**config.mk**
```make
export PLATFORM = sky130hd
export DESIGN_NAME = polynomial_fit_sse_accumulator_unit
export DESIGN_NICKNAME = d
export VERILOG_FILES = /design/src/hw/rtl/pfsse_pkg.sv /design/src/hw/rtl/pfsse_ctrl.sv /design/src/hw/rtl/pfsse_dpath.sv /design/src/hw/rtl/polynomial_fit_sse_accumulator_unit.sv
export SDC_FILE = /design/constraint.sdc
export NUM_CORES = 2
export LEC_CHECK = 0
export BUFFER_PORTS_ARGS = -buffer_cell sky130_fd_sc_hd__buf_2
export CORE_UTILIZATION = 45
export CTS_CLUSTER_SIZE = 20
export DETAILED_ROUTE_END_ITERATION = 10
export PLACE_DENSITY = 0.6
export RECOVER_POWER = 25
export SETUP_SLACK_MARGIN = 0.5
export SLEW_MARGIN = 40
export SYNTH_ARGS = -nofsm -noshare
export SYNTH_HDL_FRONTEND = slang
export SYNTH_SLANG_ARGS = --single-unit
```
**constraint.sdc**
```tcl
create_clock -name clk -period 20.6 [get_ports clk]
set_input_delay 2.06 -clock clk [delete_from_list [all_inputs] [get_ports clk]]
set_output_delay 2.06 -clock clk [all_outputs]
set_load 0.05 [all_outputs]
```
**src/hw/rtl/pfsse_pkg.sv**
```systemverilog
package pfsse_pkg;

    // polynomial size and register file
    localparam int TERM_COUNT = 4;
    localparam int TERM_W     = (TERM_COUNT > 1) ? $clog2(TERM_COUNT) : 1;
    localparam int REG_COUNT  = 4;
    localparam int REG_IDX_W  = $clog2(REG_COUNT);

    // field widths
    localparam int COEFF_W = 24;
    localparam int SAMPLE_W = 24;
    localparam int Q48_W   = 48;
    localparam int TOTAL_W = 64;
    localparam int IN_DATA_W = 2 * SAMPLE_W;

    // Q32.16 limits, held at the 50 bit width of the running sum
    localparam logic signed [49:0] Q48_MAX_EXT = 50'sh0_7FFF_FFFF_FFFF;
    localparam logic signed [49:0] Q48_MIN_EXT = -50'sh0_8000_0000_0000;

    // 1.0 in Q.16
    localparam logic [Q48_W-1:0] POWER_ONE = 48'h0000_0001_0000;

    typedef enum logic [2:0] {
        MUL_NONE,
        MUL_C_HI,
        MUL_C_LO,
        MUL_X_HI,
        MUL_X_LO,
        MUL_S_HH,
        MUL_S_HL,
        MUL_S_LL
    } mul_sel_t;

    typedef enum logic [1:0] {
        FIN_NONE,
        FIN_TERM,
        FIN_POWER
    } fin_sel_t;

    typedef struct packed {
        logic              start;
        mul_sel_t          mul_sel;
        logic              hold_hi;
        fin_sel_t          fin_sel;
        logic [TERM_W-1:0] term_idx;
        logic              acc_poly;
        logic              err_sub;
        logic              err_abs;
        logic              sq_hh;
        logic              sq_hl;
        logic              sq_ll;
        logic              sq_fin;
        logic              acc_total;
        logic              emit;
    } pfsse_cmd_t;

    typedef struct packed {
        logic out_busy;
    } pfsse_status_t;

endpackage

```
**src/hw/rtl/pfsse_ctrl.sv**
```systemverilog
module pfsse_ctrl
    import pfsse_pkg::*;
(
    input  logic          clk,
    input  logic          rst_n,
    input  logic          in_valid,
    input  logic          in_last,
    output logic          in_ready,
    input  pfsse_status_t status,
    output pfsse_cmd_t    cmd
);

    typedef enum logic [3:0] {
        S_IDLE,
        S_T_HI,
        S_T_LO,
        S_T_FIN,
        S_T_ACC,
        S_P_LO,
        S_P_FIN,
        S_E_SUB,
        S_E_ABS,
        S_Q_HH,
        S_Q_HL,
        S_Q_LL,
        S_Q_SUM,
        S_Q_FIN,
        S_ACC
    } state_t;

    state_t            state_reg;
    state_t            state_next;
    logic [TERM_W-1:0] idx_reg;
    logic [TERM_W-1:0] idx_next;
    logic              last_reg;
    logic              last_next;
    logic              last_term;
    logic              accept;

    assign in_ready  = (state_reg == S_IDLE);
    assign accept    = in_valid && in_ready;
    assign last_term = (idx_reg == TERM_W'(TERM_COUNT - 1));

    always_comb
    begin
        state_next = state_reg;
        idx_next   = idx_reg;
        last_next  = last_reg;
        cmd        = '0;
        cmd.mul_sel  = MUL_NONE;
        cmd.fin_sel  = FIN_NONE;
        cmd.term_idx = idx_reg;
        case (state_reg)
            S_IDLE:
            begin
                if (accept)
                begin
                    cmd.start  = 1'b1;
                    idx_next   = '0;
                    last_next  = in_last;
                    state_next = S_T_HI;
                end
            end
            S_T_HI:
            begin
                cmd.mul_sel = MUL_C_HI;
                state_next  = S_T_LO;
            end
            S_T_LO:
            begin
                cmd.mul_sel = MUL_C_LO;
                cmd.hold_hi = 1'b1;
                state_next  = S_T_FIN;
            end
            S_T_FIN:
            begin
                cmd.fin_sel = FIN_TERM;
                state_next  = S_T_ACC;
            end
            S_T_ACC:
            begin
                cmd.acc_poly = 1'b1;
                if (last_term)
                begin
                    state_next = S_E_SUB;
                end
                else
                begin
                    // next power starts while the term is summed
                    cmd.mul_sel = MUL_X_HI;
                    state_next  = S_P_LO;
                end
            end
            S_P_LO:
            begin
                cmd.mul_sel = MUL_X_LO;
                cmd.hold_hi = 1'b1;
                state_next  = S_P_FIN;
            end
            S_P_FIN:
            begin
                cmd.fin_sel = FIN_POWER;
                idx_next    = idx_reg + 1'b1;
                state_next  = S_T_HI;
            end
            S_E_SUB:
            begin
                cmd.err_sub = 1'b1;
                state_next  = S_E_ABS;
            end
            S_E_ABS:
            begin
                cmd.err_abs = 1'b1;
                state_next  = S_Q_HH;
            end
            S_Q_HH:
            begin
                cmd.mul_sel = MUL_S_HH;
                state_next  = S_Q_HL;
            end
            S_Q_HL:
            begin
                cmd.mul_sel = MUL_S_HL;
                cmd.sq_hh   = 1'b1;
                state_next  = S_Q_LL;
            end
            S_Q_LL:
            begin
                cmd.mul_sel = MUL_S_LL;
                cmd.sq_hl   = 1'b1;
                state_next  = S_Q_SUM;
            end
            S_Q_SUM:
            begin
                cmd.sq_ll  = 1'b1;
                state_next = S_Q_FIN;
            end
            S_Q_FIN:
            begin
                cmd.sq_fin = 1'b1;
                state_next = S_ACC;
            end
            S_ACC:
            begin
                // a final point waits here until the output register is free
                if (!(last_reg && status.out_busy))
                begin
                    cmd.acc_total = 1'b1;
                    cmd.emit      = last_reg;
                    state_next    = S_IDLE;
                end
            end
            default:
            begin
                state_next = S_IDLE;
            end
        endcase
    end

    always_ff @(posedge clk or negedge rst_n)
    begin
        if (!rst_n)
        begin
            state_reg <= S_IDLE;
            idx_reg   <= '0;
            last_reg  <= 1'b0;
        end
        else
        begin
            state_reg <= state_next;
            idx_reg   <= idx_next;
            last_reg  <= last_next;
        end
    end

endmodule

```
**src/hw/rtl/pfsse_dpath.sv**
```systemverilog
module pfsse_dpath
    import pfsse_pkg::*;
(
    input  logic                 clk,
    input  logic                 rst_n,
    input  pfsse_cmd_t           cmd,
    output pfsse_status_t        status,
    input  logic [IN_DATA_W-1:0] in_data,
    input  logic                 cfg_we,
    input  logic [REG_IDX_W-1:0] cfg_index,
    input  logic [COEFF_W-1:0]   cfg_data,
    output logic                 out_valid,
    input  logic                 out_ready,
    output logic [TOTAL_W-1:0]   out_total,
    output logic                 out_sat
);

    logic signed [COEFF_W-1:0] coeff_reg [REG_COUNT];

    logic [SAMPLE_W-1:0]        x_mag_reg;
    logic                       x_neg_reg;
    logic signed [SAMPLE_W-1:0] y_reg;
    logic [Q48_W-1:0]           power_mag_reg;
    logic                       power_neg_reg;
    logic [Q48_W-1:0]           term_mag_reg;
    logic                       term_neg_reg;
    logic signed [Q48_W-1:0]    poly_reg;
    logic [47:0]                prod_reg;
    logic [47:0]                part_reg;
    logic signed [49:0]         e_reg;
    logic [49:0]                m_reg;
    logic                       big_reg;
    logic [61:0]                low_reg;
    logic [TOTAL_W-1:0]         sq_reg;
    logic [TOTAL_W-1:0]         sum_reg;
    logic                       seen_reg;
    logic                       out_valid_reg;
    logic [TOTAL_W-1:0]         out_total_reg;
    logic                       out_sat_reg;

    logic signed [COEFF_W-1:0] coeff_sel;
    logic [COEFF_W-1:0]        c_mag;
    logic [23:0]               mul_a;
    logic [23:0]               mul_b;
    logic [19:0]               sq_hi;
    logic [19:0]               sq_lo;
    logic [55:0]               fin_mag;
    logic [55:0]               fin_limit;
    logic                      fin_neg;
    logic                      fin_sat;
    logic [Q48_W-1:0]          fin_res;
    logic signed [49:0]        poly_ext;
    logic signed [49:0]        term_ext;
    logic signed [49:0]        poly_sum;
    logic signed [Q48_W-1:0]   poly_next;
    logic                      poly_sat;
    logic [49:0]               m_next;
    logic [TOTAL_W:0]          total_sum;
    logic [TOTAL_W-1:0]        total_next;
    logic                      total_ovf;
    logic                      seen_next;

    // coefficient for the current term, zero beyond the register file
    always_comb
    begin
        coeff_sel = '0;
        for (int k = 0; k < REG_COUNT; k++)
        begin
            if (int'(cmd.term_idx) == k)
            begin
                coeff_sel = coeff_reg[k];
            end
        end
    end

    assign c_mag = coeff_sel[COEFF_W-1] ? (~coeff_sel + 1'b1) : coeff_sel;
    assign sq_hi = m_reg[39:20];
    assign sq_lo = m_reg[19:0];

    always_comb
    begin
        case (cmd.mul_sel)
            MUL_C_HI:
            begin
                mul_a = c_mag;
                mul_b = power_mag_reg[47:24];
            end
            MUL_C_LO:
            begin
                mul_a = c_mag;
                mul_b = power_mag_reg[23:0];
            end
            MUL_X_HI:
            begin
                mul_a = x_mag_reg;
                mul_b = power_mag_reg[47:24];
            end
            MUL_X_LO:
            begin
                mul_a = x_mag_reg;
                mul_b = power_mag_reg[23:0];
            end
            MUL_S_HH:
            begin
                mul_a = {4'b0, sq_hi};
                mul_b = {4'b0, sq_hi};
            end
            MUL_S_HL:
            begin
                mul_a = {4'b0, sq_hi};
                mul_b = {4'b0, sq_lo};
            end
            MUL_S_LL:
            begin
                mul_a = {4'b0, sq_lo};
                mul_b = {4'b0, sq_lo};
            end
            default:
            begin
                mul_a = '0;
                mul_b = '0;
            end
        endcase
    end

    // q16 product from the two partial products, truncated and clamped
    always_comb
    begin
        fin_mag   = {part_reg, 8'b0} + 56'(prod_reg[47:16]);
        fin_neg   = ((cmd.fin_sel == FIN_TERM) ? coeff_sel[COEFF_W-1] : x_neg_reg)
                    ^ power_neg_reg;
        fin_limit = fin_neg ? 56'h80_0000_0000_00 : 56'h7F_FFFF_FFFF_FF;
        fin_sat   = (fin_mag > fin_limit);
        fin_res   = fin_sat ? fin_limit[Q48_W-1:0] : fin_mag[Q48_W-1:0];
    end

    // running polynomial sum with Q32.16 clamp
    always_comb
    begin
        poly_ext = {{2{poly_reg[Q48_W-1]}}, poly_reg};
        term_ext = $signed({2'b0, term_mag_reg});
        poly_sum = term_neg_reg ? (poly_ext - term_ext) : (poly_ext + term_ext);
        poly_sat = 1'b0;
        poly_next = poly_sum[Q48_W-1:0];
        if (poly_sum > Q48_MAX_EXT)
        begin
            poly_next = Q48_MAX_EXT[Q48_W-1:0];
            poly_sat  = 1'b1;
        end
        else if (poly_sum < Q48_MIN_EXT)
        begin
            poly_next = Q48_MIN_EXT[Q48_W-1:0];
            poly_sat  = 1'b1;
        end
    end

    assign m_next = e_reg[49] ? (~e_reg + 1'b1) : e_reg;

    assign total_sum  = {1'b0, sum_reg} + {1'b0, sq_reg};
    assign total_ovf  = total_sum[TOTAL_W];
    assign total_next = total_ovf ? '1 : total_sum[TOTAL_W-1:0];

    always_comb
    begin
        seen_next = seen_reg;
        if ((cmd.fin_sel != FIN_NONE) && fin_sat)
        begin
            seen_next = 1'b1;
        end
        if (cmd.acc_poly && poly_sat)
        begin
            seen_next = 1'b1;
        end
        if (cmd.sq_fin && big_reg)
        begin
            seen_next = 1'b1;
        end
        if (cmd.acc_total && total_ovf)
        begin
            seen_next = 1'b1;
        end
    end

    assign status.out_busy = out_valid_reg && !out_ready;

    always_ff @(posedge clk or negedge rst_n)
    begin
        if (!rst_n)
        begin
            for (int k = 0; k < REG_COUNT; k++)
            begin
                coeff_reg[k] <= '0;
            end
            sum_reg       <= '0;
            seen_reg      <= 1'b0;
            out_valid_reg <= 1'b0;
        end
        else
        begin
            if (cfg_we)
            begin
                coeff_reg[cfg_index] <= cfg_data;
            end
            if (cmd.acc_total)
            begin
                if (cmd.emit)
                begin
                    sum_reg  <= '0;
                    seen_reg <= 1'b0;
                end
                else
                begin
                    sum_reg  <= total_next;
                    seen_reg <= seen_next;
                end
            end
            else
            begin
                seen_reg <= seen_next;
            end
            if (cmd.emit)
            begin
                out_valid_reg <= 1'b1;
            end
            else if (out_ready)
            begin
                out_valid_reg <= 1'b0;
            end
        end
    end

    always_ff @(posedge clk)
    begin
        if (cmd.start)
        begin
            x_mag_reg     <= in_data[SAMPLE_W-1] ? (~in_data[SAMPLE_W-1:0] + 1'b1)
                                                 : in_data[SAMPLE_W-1:0];
            x_neg_reg     <= in_data[SAMPLE_W-1];
            y_reg         <= in_data[IN_DATA_W-1:SAMPLE_W];
            power_mag_reg <= POWER_ONE;
            power_neg_reg <= 1'b0;
            poly_reg      <= '0;
        end
        if (cmd.mul_sel != MUL_NONE)
        begin
            prod_reg <= mul_a * mul_b;
        end
        if (cmd.hold_hi)
        begin
            part_reg <= prod_reg;
        end
        if (cmd.fin_sel == FIN_TERM)
        begin
            term_mag_reg <= fin_res;
            term_neg_reg <= fin_neg;
        end
        if (cmd.fin_sel == FIN_POWER)
        begin
            power_mag_reg <= fin_res;
            power_neg_reg <= fin_neg;
        end
        if (cmd.acc_poly)
        begin
            poly_reg <= poly_next;
        end
        if (cmd.err_sub)
        begin
            e_reg <= {{2{poly_reg[Q48_W-1]}}, poly_reg}
                     - {{26{y_reg[SAMPLE_W-1]}}, y_reg};
        end
        if (cmd.err_abs)
        begin
            m_reg   <= m_next;
            big_reg <= |m_next[49:40];
        end
        if (cmd.sq_hh)
        begin
            sq_reg <= {prod_reg[39:0], 24'b0};
        end
        if (cmd.sq_hl)
        begin
            low_reg <= 62'({prod_reg[39:0], 21'b0});
        end
        if (cmd.sq_ll)
        begin
            low_reg <= low_reg + 62'(prod_reg[39:0]);
        end
        if (cmd.sq_fin)
        begin
            // square past 2^64 - 1 when the error reaches 2^40
            sq_reg <= big_reg ? '1 : (sq_reg + 64'(low_reg[61:16]));
        end
        if (cmd.emit)
        begin
            out_total_reg <= total_next;
            out_sat_reg   <= seen_next;
        end
    end

    assign out_valid = out_valid_reg;
    assign out_total = out_total_reg;
    assign out_sat   = out_sat_reg;

endmodule

```
**src/hw/rtl/polynomial_fit_sse_accumulator_unit.sv**
```systemverilog
// one point at a time: a new point is taken only once the last one has finished, since
// the single shared 24x24 multiplier forms each q16 product in two halves and the
// square in three
// a final point waits for a free output register; other points do not
// reset: asynchronous, active low; clears coefficients, running total, saturation flag
// and the output valid
module polynomial_fit_sse_accumulator_unit
    import pfsse_pkg::*;
(
    input  logic                 clk,
    input  logic                 rst_n,
    input  logic                 s_axis_tvalid,
    output logic                 s_axis_tready,
    input  logic [IN_DATA_W-1:0] s_axis_tdata,  // sample_x, sample_y
    input  logic                 s_axis_tlast,
    output logic                 m_axis_tvalid,
    input  logic                 m_axis_tready,
    output logic [TOTAL_W-1:0]   m_axis_tdata,  // error_total
    output logic                 m_axis_tuser,  // total_saturated
    input  logic                 cfg_we,
    input  logic [REG_IDX_W-1:0] cfg_index,
    input  logic [COEFF_W-1:0]   cfg_data
);

    pfsse_cmd_t    cmd;
    pfsse_status_t status;

    pfsse_ctrl u_ctrl (
        .clk      (clk),
        .rst_n    (rst_n),
        .in_valid (s_axis_tvalid),
        .in_last  (s_axis_tlast),
        .in_ready (s_axis_tready),
        .status   (status),
        .cmd      (cmd)
    );

    pfsse_dpath u_dpath (
        .clk       (clk),
        .rst_n     (rst_n),
        .cmd       (cmd),
        .status    (status),
        .in_data   (s_axis_tdata),
        .cfg_we    (cfg_we),
        .cfg_index (cfg_index),
        .cfg_data  (cfg_data),
        .out_valid (m_axis_tvalid),
        .out_ready (m_axis_tready),
        .out_total (m_axis_tdata),
        .out_sat   (m_axis_tuser)
    );

endmodule

```
### Word-level counts from Yosys, hierarchy flattened

Cells that the tools add are included.

* bits in registers: 742
* bits in latches: 0
* RAM bits: 0
* ROM bits: 0
* input port bits: 80
* output and inout bits: 67
* word-level logic and storage cells: 171
* memories: 0

* add/subtract/negate cells: 11
* $mul: 1
* div/mod/pow operators: 0
* $lt $le $gt $ge: 5
* equality and inequality tests: 29
* shifts and indexed selects: 0
* muxes and demuxes: 62
* bitwise gates (word level): 5
* reductions and logical operators: 30

Operator list (number)
* $mux W48: 8
* $mux W64: 5
* $pmux W24 S4: 2
* $mux W24: 6
* $mux W62: 2
* $mux W50: 2
* $bwmux W96: 1
* $add A64 B64 Y65: 1
* $add A64 B46 Y64: 1
* $add A62 B40 Y62: 1
* $pmux W4 S15: 1
* $add A56 B32 Y56: 1
* $gt A56 B56 Y1: 1
* $add A48 B49 Y50: 1
* $add A50 B1 Y50 const B: 1
* $gt A50 B48 Y1 const B: 1
* $lt A50 B48 Y1 const B: 1
* $not A50 Y50: 1
* $sub A48 B49 Y50: 1
* $sub A48 B24 Y49: 1
* $add A24 B1 Y24 const B: 2
* $demux W24 S2: 1
* $mul A24 B24 Y48: 1
* $not A24 Y24: 2
* other kinds (30): 98

### Longest topological paths before layout

* depth in word-level cells: 16
* mapped depth: 43

### Modules after synthesis

Synthesis repeated with hierarchy kept, for this count alone.

* cell total of the unflattened synthesis: 6906
* area, all modules: 66637.7 sq um

Modules (own cells, without submodules)
* pfsse_dpath: instances 1, cells each 6842, area an instance 66094.6 sq um, seq. area each 21230.4 sq um
* pfsse_ctrl: instances 1, cells each 64, area an instance 543.0 sq um, seq. area each 175.2 sq um

### Least setup slack after synthesis

No wires, ideal clock.

* path type: reg2reg
* start: register u_ctrl.state_reg[1]
* end: register u_dpath.prod_reg[36], data pin
* arrival: 9823 ps
* required time: 20341 ps
* path slack: 10518 ps
* cell stages (with the launch flop): 32
* period minus slack after synthesis: 10082 ps
* path through: dfrtp_1 > clkbuf_1 > nor3b_1 > a21oi_1 > nor2_1 > clkbuf_1 > clkbuf_1 > a221oi_1 > nor2_1 > fa_1 > inv_1 > fa_1 > fa_1 > fa_1 > inv_1 > fa_1 > fa_1 > inv_1 > fa_1 > inv_1 > ha_1 > a21o_1 > a21o_1 > a221oi_1 > o21ai_0 > a31oi_1 > o21ai_0 > a31oi_1 > o21ai_0 > a21boi_0 > o21ai_0 > xnor2_1

* word-level cells in the longest chain between the ends: 6

RTL lines
* start: declaration: line pfsse_ctrl.sv:31 `state_t state_reg;`
* start signal: assignment: line pfsse_ctrl.sv:170 `state_reg <= state_next;`
* $eq A4 B4 Y1, or another cell as far along: line pfsse_ctrl.sv:53 `case (state_reg)`
* $pmux W3 S7 (*): line pfsse_ctrl.sv:53
* $eq A3 B3 Y1, or another cell as far along: line pfsse_dpath.sv:82 `case (cmd.mul_sel)`
* $reduce_or A2 Y1 (no source line)
* $pmux W24 S4: line pfsse_dpath.sv:82
* $mul A24 B24 Y48 (*): line pfsse_dpath.sv:246 `prod_reg <= mul_a * mul_b;`
* end signal: assignment: line pfsse_dpath.sv:246
* end: declaration: line pfsse_dpath.sv:28 `logic [47:0] prod_reg;`

Every way passes the cells marked *; elsewhere a longest branch is shown, timed or not.
A chain may end at the register's enable or synchronous reset.

### Worst setup path in the final report

* start: register u_ctrl.idx_reg[0]
* end: register u_dpath.prod_reg[36], data pin

* word-level cells in the longest chain between the ends: 10

RTL lines
* start: declaration: line pfsse_ctrl.sv:33 `logic [TERM_W-1:0] idx_reg;`
* start signal: assignment: line pfsse_ctrl.sv:171 `idx_reg <= idx_next;`
* $logic_not A2 Y1: line pfsse_dpath.sv:69 `if (int'(cmd.term_idx) == k)`
* $mux W24 (4 in a row): line pfsse_dpath.sv:69
* $not A24 Y24: line pfsse_dpath.sv:76 `assign c_mag = coeff_sel[COEFF_W-1] ? (~coeff_sel + 1'b1) : coeff_sel;`
* $add A24 B1 Y24: line pfsse_dpath.sv:76
* $mux W24: line pfsse_dpath.sv:76
* $pmux W24 S4: line pfsse_dpath.sv:82
* $mul A24 B24 Y48 (*): line pfsse_dpath.sv:246

Marked as above.

==> summary by stage <==
Critical path
STA puts the critical path data required time at 21050 ps. The worst setup path is of the register to register kind. The worst setup path is captured at a register. STA classifies the critical path startpoint as a register. Counting stages on the worst path, the most repeated cell is sky130_fd_sc_hd__fa_1. The slowest stage of the critical path belongs to the cell sky130_fd_sc_hd__a311oi_4. Of all nets on the critical path, the largest fanout is 30. The critical path's largest stage delay is 680 ps. The worst register-to-register path has a setup slack of 9310 ps. The signal arrival time at the worst endpoint is 11740 ps.

Timing
The final-report hold violation count is 0. The clock arrives with 54.7 ps of skew. Across all hold checks on the routed design, the worst slack comes to 505 ps.

The minimum clock period is 11290 ps. The slew of the pin with the lowest slew margin is 4230 ps. The final worst-path cycle share is 0.548. Setup repair after global routing left no endpoint under its margin. Headroom to the max-slew limit came out at -1.82. Setup violations remaining at the end of the flow were counted as 0. The final count of pins violating max slew is 517.

The total negative setup slack is 0 ps. Based on the critical path, the design can be clocked at up to 88.6 MHz.

Clock tree
The hold buffer count at CTS is 0. After clock tree synthesis, the clock-pin slew on the worst setup and hold paths is 50 ps. The TritonCTS clock tree is built.

The master cell of the clock root buffer is sky130_fd_sc_hd__clkbuf_16. The clock network latency to the later pin of the worst-skew pair is 730 ps. In this run, CTS created clock tree buffers numbering 88. After clock tree synthesis, the repair step resized 0 gates. The setup fix buffers added after clock tree synthesis is 0. The worst-case clock buffer depth is 3. The H-tree depth is 3. Counting every sink on the clock net gives 741.

Routing
The number of routed nets with antenna violations is 0. The first detailed-routing pass took 7 iterations. For this run, design rule violations remaining after detail routing come to 0.

Dividing the detail-routed via count by the number of cells gives 5.81. The number of vias after detailed routing is 52.1k. The starting DRC count in detailed routing is 4616. The routed design has 206000 µm of wire. The average wire per cell in the routed design is 23.0 µm.

Floorplanning
The placeable core area is 0.146 mm². The floorplan die width is 386 µm. The floorplan die height is 386 µm. The total I/O pin count is 147. For this configuration, the core starts out at a cell density of 0.455.

The floorplan has 140 rows. The die footprint is 0.149 mm².

Logic synthesis
The portion of synthesized area spent on multiplexers is 0.0195. In this run the mean area of a mapped cell was 9.62 µm². Among all flip-flop cells after synthesis, the most frequent one is sky130_fd_sc_hd__edfxtp_1. In the post-synthesis netlist, the cell with the most instances is sky130_fd_sc_hd__inv_1. Of the post-synthesis cell area, the dominant cell type holds 0.259. Counting instances in the post-synthesis netlist gives the leading cell types as sky130_fd_sc_hd__inv_1 (758), sky130_fd_sc_hd__nand2_1 (728), sky130_fd_sc_hd__edfxtp_1 (572), sky130_fd_sc_hd__ha_1 (501), sky130_fd_sc_hd__fa_1 (488). Of the total synthesized cell area, the portion taken by XOR and XNOR cells is 0.0603. The synthesized netlist occupies a cell area of 0.0663 mm².

Of the total synthesized cell area, the portion taken by AND, OR, NAND and NOR gates is 0.136. Of the total synthesized cell area, the portion taken by full adders, half adders and majority gates is 0.242. The distinct cell type count after synthesis is 88.

The fraction of the mapped netlist area in compound gates is 0.159. The number of enable flip-flop cells after synthesis is 572. The largest family of logic cells by synthesized area is adder cells. The fraction of synthesis flops using an asynchronous set or reset pin is 0.228. The flip-flop and latch count after synthesis is 741. Ranked by total cell area, the synthesized netlist is headed by sky130_fd_sc_hd__edfxtp_1 (26%), sky130_fd_sc_hd__fa_1 (15%), sky130_fd_sc_hd__ha_1 (9.4%). The cell count after synthesis is 6897. The cell taking the most area after synthesis is sky130_fd_sc_hd__edfxtp_1. The proportion of synthesized chip area in sequential cells is 0.323. During synthesis, Yosys emitted a total of 0 warnings.

The synthesized net count is 7966.

Final layout
Of the cells placed in the final design, the portion with a size suffix greater than 1 is 0.0788. The layout overhead on the synthesized area is 9.24%. The register with the most flip-flops in the layout has 96 of them. The net count of the finished layout is 8033. Once layout is complete, the utilization of the core stands at 0.497.

Outcome
The final reports fail on capacitance limit, slew limit. The run finished, with violations left.

Global route
The pin count of the biggest net entering global routing is 103. For this run, the total global-route usage over all layers was measured as 0.276. The via count of the first global-routing pass is 51.0k. The first-pass GRT wire length is 312000 µm.

The number of antenna violations at the first check in global routing came to 17. Global routing finished with a remaining overflow of 0.

Placed design
Routability-driven placement finished with a final weighted congestion of 0.980. The total of buffers placed on input and output ports is 146. The post-detailed-placement half-perimeter wirelength is 157000 µm.

Hold path
In this run the worst hold path is classified as register to register.

Job
Max-cap violations in this run came to 11.
[metal layers]
metal	share of wire	wire [µm]	vias to the layer above	track usage
met5	0	0	-	0
met4	0.042	8660	0	0.106
met3	0.083	17100	385	0.0568
met2	0.45	92500	1894	0.432
met1	0.43	87600	25600	0.376
li1	-	-	24200	-
[worst max-delay path, delay by kind of cell, from the launching register on]
kind / cells / cell delay [ps]
fa+ha+maj: 9 / 4060
compound gates: 14 / 3750
simple gates: 5 / 1180
buf+inv: 7 / 1140
xor+xnor: 2 / 480
flops: 1 / 430
[layout make-up]
type | instances | area, µm²
clock inverter | 43 | 495
antenna | 2 | 5.00
clock buffer | 122 | 2500
timing repair buffer | 265 | 1580
tap | 1917 | 2400
multi-input combinational | 5109 | 41200
fill | 13700 | 73500
sequential | 741 | 21400
inverter | 759 | 2850
[final timing paths]
check | endpoint | cells past startpoint | startpoint
setup reg to reg | u_dpath.prod_reg[36]$_DFFE_PP_ | 37 | u_ctrl.idx_reg[0]$_DFFE_PN0P_
hold reg to reg | u_dpath.coeff_reg[63]$_DFFE_PN0P_ | 1 | u_dpath.coeff_reg[63]$_DFFE_PN0P_
max in group asynchronous | u_dpath.coeff_reg[38]$_DFFE_PN0P_ | 2 | rst_n
setup / recovery | u_dpath.prod_reg[36]$_DFFE_PP_ | 37 | u_ctrl.idx_reg[0]$_DFFE_PN0P_
hold / removal | u_dpath.coeff_reg[63]$_DFFE_PN0P_ | 1 | u_dpath.coeff_reg[63]$_DFFE_PN0P_
min in group asynchronous | u_dpath.sum_reg[41]$_DFFE_PN0P_ | 1 | rst_n
[cell usage in the layout (no fill, tap or decap), types with 83 or more instances in the layout]
cell and n:
sky130_fd_sc_hd__fa_1 488, sky130_fd_sc_hd__dfrtp_1 169, sky130_fd_sc_hd__edfxtp_1 572, sky130_fd_sc_hd__xnor2_1 315
sky130_fd_sc_hd__clkbuf_16 90, sky130_fd_sc_hd__mux2_2 99, sky130_fd_sc_hd__o21ai_0 288, sky130_fd_sc_hd__nor2b_1 104
sky130_fd_sc_hd__xor2_1 141, sky130_fd_sc_hd__ha_1 499, sky130_fd_sc_hd__buf_4 91, sky130_fd_sc_hd__a22o_1 104
sky130_fd_sc_hd__buf_2 140, sky130_fd_sc_hd__a31oi_1 83, sky130_fd_sc_hd__inv_1 756, sky130_fd_sc_hd__and2_1 94
sky130_fd_sc_hd__a21oi_1 462, sky130_fd_sc_hd__nand3_1 107, sky130_fd_sc_hd__nor2_1 451, sky130_fd_sc_hd__a21o_1 204
sky130_fd_sc_hd__nand2_1 725
[cells by family after synthesis]
kind of cell	Yosys count
simple gates	1932
compound gates	1614
mux	117
buf+inv	1047
fa+ha+maj	989
flops	741
xor+xnor	457
[metrics by stage]
stage,worst slack (ps),std cells,instance area [µm²]
after floorplan,10520,6897,66300
after global placement,9530,8786,69400
after detailed placement,9460,8791,69500
after CTS,9420,8956,72500
after global routing,8580,8956,72500
final,9310,8958,72500
Power is left out: the tool's default activity adds up to more than one toggle a clock period on the data nets, which glitch-free logic cannot reach.
